**src/rtl/abm_pkg.sv**
```systemverilog
// ----------------------------------------------------------------------------
// abm_pkg: shared types and constants of the angular bin unit
// Field widths, angle constants, operation codes and the records passed
// between the front pipeline, the item queue and the bin store.
// ----------------------------------------------------------------------------
package abm_pkg;

   localparam int ANGLE_W          = 21;      // signed input angle
   localparam int ANG_W            = 19;      // wrapped angle, 0..359999
   localparam int DIST_W           = 12;
   localparam int STR_W            = 8;
   localparam int BIN_W            = 10;      // bin index on the ports
   localparam int CFG_W            = 11;
   localparam int TURN_MDEG        = 360000;
   localparam int RECIP_SHIFT      = 50;      // scale of the 1/360000 reciprocal
   localparam int BIN_COUNT_RESET  = 500;
   localparam int DEFAULT_MAX_BINS = 1024;
   localparam int QDEPTH           = 8;
   localparam int QCNT_W           = $clog2(QDEPTH + 1);

   typedef enum logic {
      OP_INSERT = 1'b0,
      OP_READ   = 1'b1
   } op_type;

   typedef enum logic [1:0] {
      BK_CLEAR,
      BK_IDLE,
      BK_LOOKUP
   } back_state_type;

   // classified item as it travels from front to back
   typedef struct packed {
      op_type              op;
      logic                oob;
      logic [BIN_W-1:0]    bin;
      logic [DIST_W-1:0]   distance;
      logic [STR_W-1:0]    str;
   } side_type;

   // what the front needs to know before it takes an item
   typedef struct packed {
      logic                clearing;
      logic [QCNT_W-1:0]   queue_count;
   } credit_type;

endpackage

```
**src/rtl/abm_queue.sv**
```systemverilog
// ----------------------------------------------------------------------------
// abm_queue: short item queue between front and back
// Register-based first-in first-out buffer with an occupancy count.
// ----------------------------------------------------------------------------
module abm_queue #(
   parameter int WIDTH = 8,
   parameter int DEPTH = abm_pkg::QDEPTH,
   localparam int CNT_W = $clog2(DEPTH + 1)
) (
   input  logic              clock,
   input  logic              reset,
   input  logic              push,
   input  logic [WIDTH-1:0]  push_data,
   input  logic              pop,
   output logic [WIDTH-1:0]  pop_data,
   output logic              empty,
   output logic [CNT_W-1:0]  count
);
   import abm_pkg::*;

   localparam int PTR_W = (DEPTH > 1) ? $clog2(DEPTH) : 1;

   logic [WIDTH-1:0]  entry_ff [DEPTH];
   logic [PTR_W-1:0]  wr_ptr_ff, wr_ptr_in;
   logic [PTR_W-1:0]  rd_ptr_ff, rd_ptr_in;
   logic [CNT_W-1:0]  count_ff, count_in;

   always_comb begin
      wr_ptr_in = wr_ptr_ff;
      rd_ptr_in = rd_ptr_ff;
      count_in  = count_ff;
      if (push) begin
         wr_ptr_in = (wr_ptr_ff == PTR_W'(DEPTH - 1)) ? '0 : wr_ptr_ff + 1'b1;
      end
      if (pop) begin
         rd_ptr_in = (rd_ptr_ff == PTR_W'(DEPTH - 1)) ? '0 : rd_ptr_ff + 1'b1;
      end
      unique case ({push, pop})
         2'b10:   count_in = count_ff + 1'b1;
         2'b01:   count_in = count_ff - 1'b1;
         default: count_in = count_ff;
      endcase
   end

   assign pop_data = entry_ff[rd_ptr_ff];
   assign empty    = (count_ff == '0);
   assign count    = count_ff;

   always_ff @(posedge clock) begin
      if (reset) begin
         wr_ptr_ff <= '0;
         rd_ptr_ff <= '0;
         count_ff  <= '0;
      end else begin
         wr_ptr_ff <= wr_ptr_in;
         rd_ptr_ff <= rd_ptr_in;
         count_ff  <= count_in;
      end
   end

   always_ff @(posedge clock) begin
      if (push) begin
         entry_ff[wr_ptr_ff] <= push_data;
      end
   end

   a_no_overflow: assert property (@(posedge clock) disable iff (reset)
      push |-> (count_ff != CNT_W'(DEPTH)))
      else $error("queue written while full");

   a_no_underflow: assert property (@(posedge clock) disable iff (reset)
      pop |-> !empty)
      else $error("queue read while empty");

endmodule

```
**config.mk**
```make
export PLATFORM = sky130hd
export DESIGN_NAME = abm_queue
export DESIGN_NICKNAME = d
export VERILOG_FILES = /design/src/rtl/abm_pkg.sv /design/src/rtl/abm_queue.sv
export SDC_FILE = /design/constraint.sdc
export NUM_CORES = 1
export LEC_CHECK = 0
export BUFFER_PORTS_ARGS = -buffer_cell sky130_fd_sc_hd__buf_2
export CAP_MARGIN = 40
export CORE_UTILIZATION = 45
export CTS_BUF_LIST = sky130_fd_sc_hd__clkbuf_4 sky130_fd_sc_hd__clkbuf_8
export CTS_CLUSTER_DIAMETER = 80
export DETAILED_ROUTE_END_ITERATION = 6
export PLACE_DENSITY_LB_ADDON = 0.25
export SYNTH_ARGS = -nofsm -noshare
export SYNTH_HDL_FRONTEND = slang
export SYNTH_SLANG_ARGS = --single-unit
```
**constraint.sdc**
```tcl
create_clock -name clock -period 2.6 [get_ports clock]
set_input_delay 0.13 -clock clock [delete_from_list [all_inputs] [get_ports clock]]
set_output_delay 0.13 -clock clock [all_outputs]
set_load 0.1 [all_outputs]
```
==> impl_results.md <==
* Status: finished, final reports clean
* Top_reg_cell synth: edfxtp_1
* Ratio of cells with drive above 1 in the final layout at 0.282
* Cts repair resizes at 0
* Hold_sp: push_data[1]
* Dpl cells at 270
* Synth cell count leaders: edfxtp_1, nor2_1, mux4_1
* Final cell count without fillers at 286
* Std-Cell Rows at 29
* F_max at about 420 MHz
* Synth Cell Area at 3120 um^2
* Hold_buf cts at 0
* Hold Crit Class: in -> reg
* First-pass GRT wire length at just over 8 mm
* Number of remaining DRC errors at 0
* Cell variety after synth at 27
* Nets at 223
* Fillcell total at 522
* Critical path type: reg -> out
* Worst skew pair latency at between 0.3 and 0.4 ns
* Drt first-iter violations at between 40 and 50
* HPWL after detailed placement at approximately 3.5 mm
* Slew Limit Fails at 0
* Area grow syn2layout at 13.3%
* Largest area contributor in the netlist: edfxtp_1
* Power per Cell Area at 730 nW/um^2
* Max_slew headroom at 0.557
* Final setup fails at 0
* Antenna violation net count after detailed routing at 0
* R2r startpoint: count[1]
* Reg2Reg Setup Slack at slightly below 1 ns
* # diodes at 0
* Initial antenna violation count at 0
* H-tree levels at 3
* Via-to-Cell Ratio at between 5 and 6
* WHS Path Cells at 1
* Remaining global-route overflow at 0
* Setup TNS at 0 ns
* Required @ worst endpoint at about 2.5 ns
* Fin Hold WS at 0.0550 ns
* Min Tclk post-route at around 2.4 ns
* Setup Skew at approximately 0.0054 ns
* Synth warn at 0
* GRT Total Usage at 0.160
* DIE HEIGHT at 85.2 um
* Gate Count Post-Synth at 166
* Sequential share of the synthesized area at 0.700
* CORE AREA at around 6500 um^2
* Syn Area/Cell at between 15 and 20 um^2
* Die area at slightly above 7000 um^2
* Yosys top cell area share at 0.617
* Pin count of the biggest net entering global routing at 17
* Area contributors post-synth: edfxtp_1, mux4_1, dfxtp_1
* Post-Place Setup Slack at 0.565 ns
* Max Buffers Root-to-Sink at 2
* Setup crit end kind: primary output
* Vias in the first global route at 1625
* RSZ-0062 raised after global routing: false
* LEAKAGE at between 1 and 1.5 nW
* Clock sink count at 77
* Arrival time worst endpoint at between 2 and 2.5 ns
* Ports at 25
* Clock root cell: clkbuf_8
* Worst Slack Setup Final at ~0.24 ns
* Synth Register Bits at 77
* Most common cell in the synthesized netlist: edfxtp_1
* Critical path peak fanout at 12
* RR Endpoint: count[2]
* DR WL/cell at between 15 and 20 um
* Worst slew pin tran at approximately 0.66 ns
* Final hold vios at 0
* Initial core utilization at 0.477
* Clock-pin slew on the worst setup and hold paths at 0.08 ns
* Hold Crit Endpoint: entry_ff[1][1]
* Max cap viols at 0
* Ys async rst share at 0
* CTS tree: built
* Reg2Reg Depth at 6
* Post-CTS setup buffers at 0
* Total clock buffers created by CTS at 9
* Peak supply drop at between 0.4 and 0.5 mV
* Via count at approximately 1500
* Post-synth EDFFs at 64
* Synthesized Nets at 185
* Period Utilization, post-route at 0.908
* PortBufs at 24
* First-pass DRT Iterations at 4
* Final GP Congestion at 0.707
* Die Width at ~85 um
* Detailed Route WL at 5.17 mm
* Startpoint Class: flip-flop
## logic make-up after synthesis
family	synth area share
AO/OA/AOI/OAI	0.0157
flip-flops	0.700
AND/OR/NAND/NOR	0.0510
multiplexers	0.179
adder cells (fa/ha/maj)	0.0281
buffers and inverters	0.0177
XOR/XNOR	0.00843
## layer usage
metal / part of all wire / vias to the layer above / wire, um / GRT usage
met5: 0 / - / 0 / 0
met4: 0.0048 / 0 / 25 / 0.0878
met3: 0.039 / 2 / 203 / 0.0321
met2: 0.55 / 33 / 2860 / 0.290
met1: 0.40 / 759 / 2070 / 0.177
li1: - / 744 / - / -
## cells in the final DEF, fill, tap and decap left out, types with 2 or more instances in the layout
cell,Yosys,routed
buf_2,1,24
dfxtp_1,13,13
buf_4,0,9
nor3_1,3,3
nand2b_1,4,4
clkinv_2,0,4
mux2i_1,4,4
mux4_1,15,15
clkbuf_8,0,9
ha_1,7,7
edfxtp_1,64,64
xor2_1,3,3
nor2_1,17,17
a21oi_1,7,7
mux2_2,9,9
nand2_1,3,3
inv_1,2,2
## state kept, by name, indices dropped and copies added (netlist names), named ones only
| register | count |
|---|---|
| rd_ptr_ff | 3 |
| entry_ff | 64 |
| count | 4 |
| wr_ptr_ff | 3 |
## worst max path at each step
stage	to	slack, ns	start	depth (start not counted)
after floorplan	count[2]	0.45	count[1]	6
after global placement	pop_data[2]	0.61	flip-flop	4
after detailed placement	pop_data[2]	0.57	flip-flop	4
after CTS	pop_data[2]	0.19	flip-flop	4
after global routing	pop_data[5]	0.13	flip-flop	4
final	pop_data[2]	0.24	flip-flop	4
## critical path, cell delays in order (launching register included)
cell	delay (ns)
dfxtp_1	0.45
buf_4	0.29
mux4_1	0.59
mux2_2	0.27
buf_2	0.29
## stage by stage
stage          power, W  cell area [um^2]  utilization
6_report        0.00258              3530        0.541
4_1_cts         0.00260              3530        0.541
3_5_place_dp    0.00187              3370        0.516
5_1_grt         0.00267              3530        0.541
3_3_place_gp    0.00186              3370        0.516
2_1_floorplan   0.00179              3130            -
## power breakdown
group | switching (W) | internal (W) | leakage (nW)
Sequential | 0.0000367 | 0.00137 | 0.688
Clock | 0.000393 | 0.000347 | 0.0867
Combinational | 0.000315 | 0.000115 | 0.507
## cell type report
type	instances	area, um^2	area share
clock inverters	6	31.3	0.00886
flip-flops and latches	77	2180	0.618
inverters	2	7.51	0.00213
well taps	77	96.3	0.0273
repair buffers	33	188	0.0532
clock buffers	10	131	0.0372
multi-input cells	81	895	0.253
(Power assumes the default switching activity.)
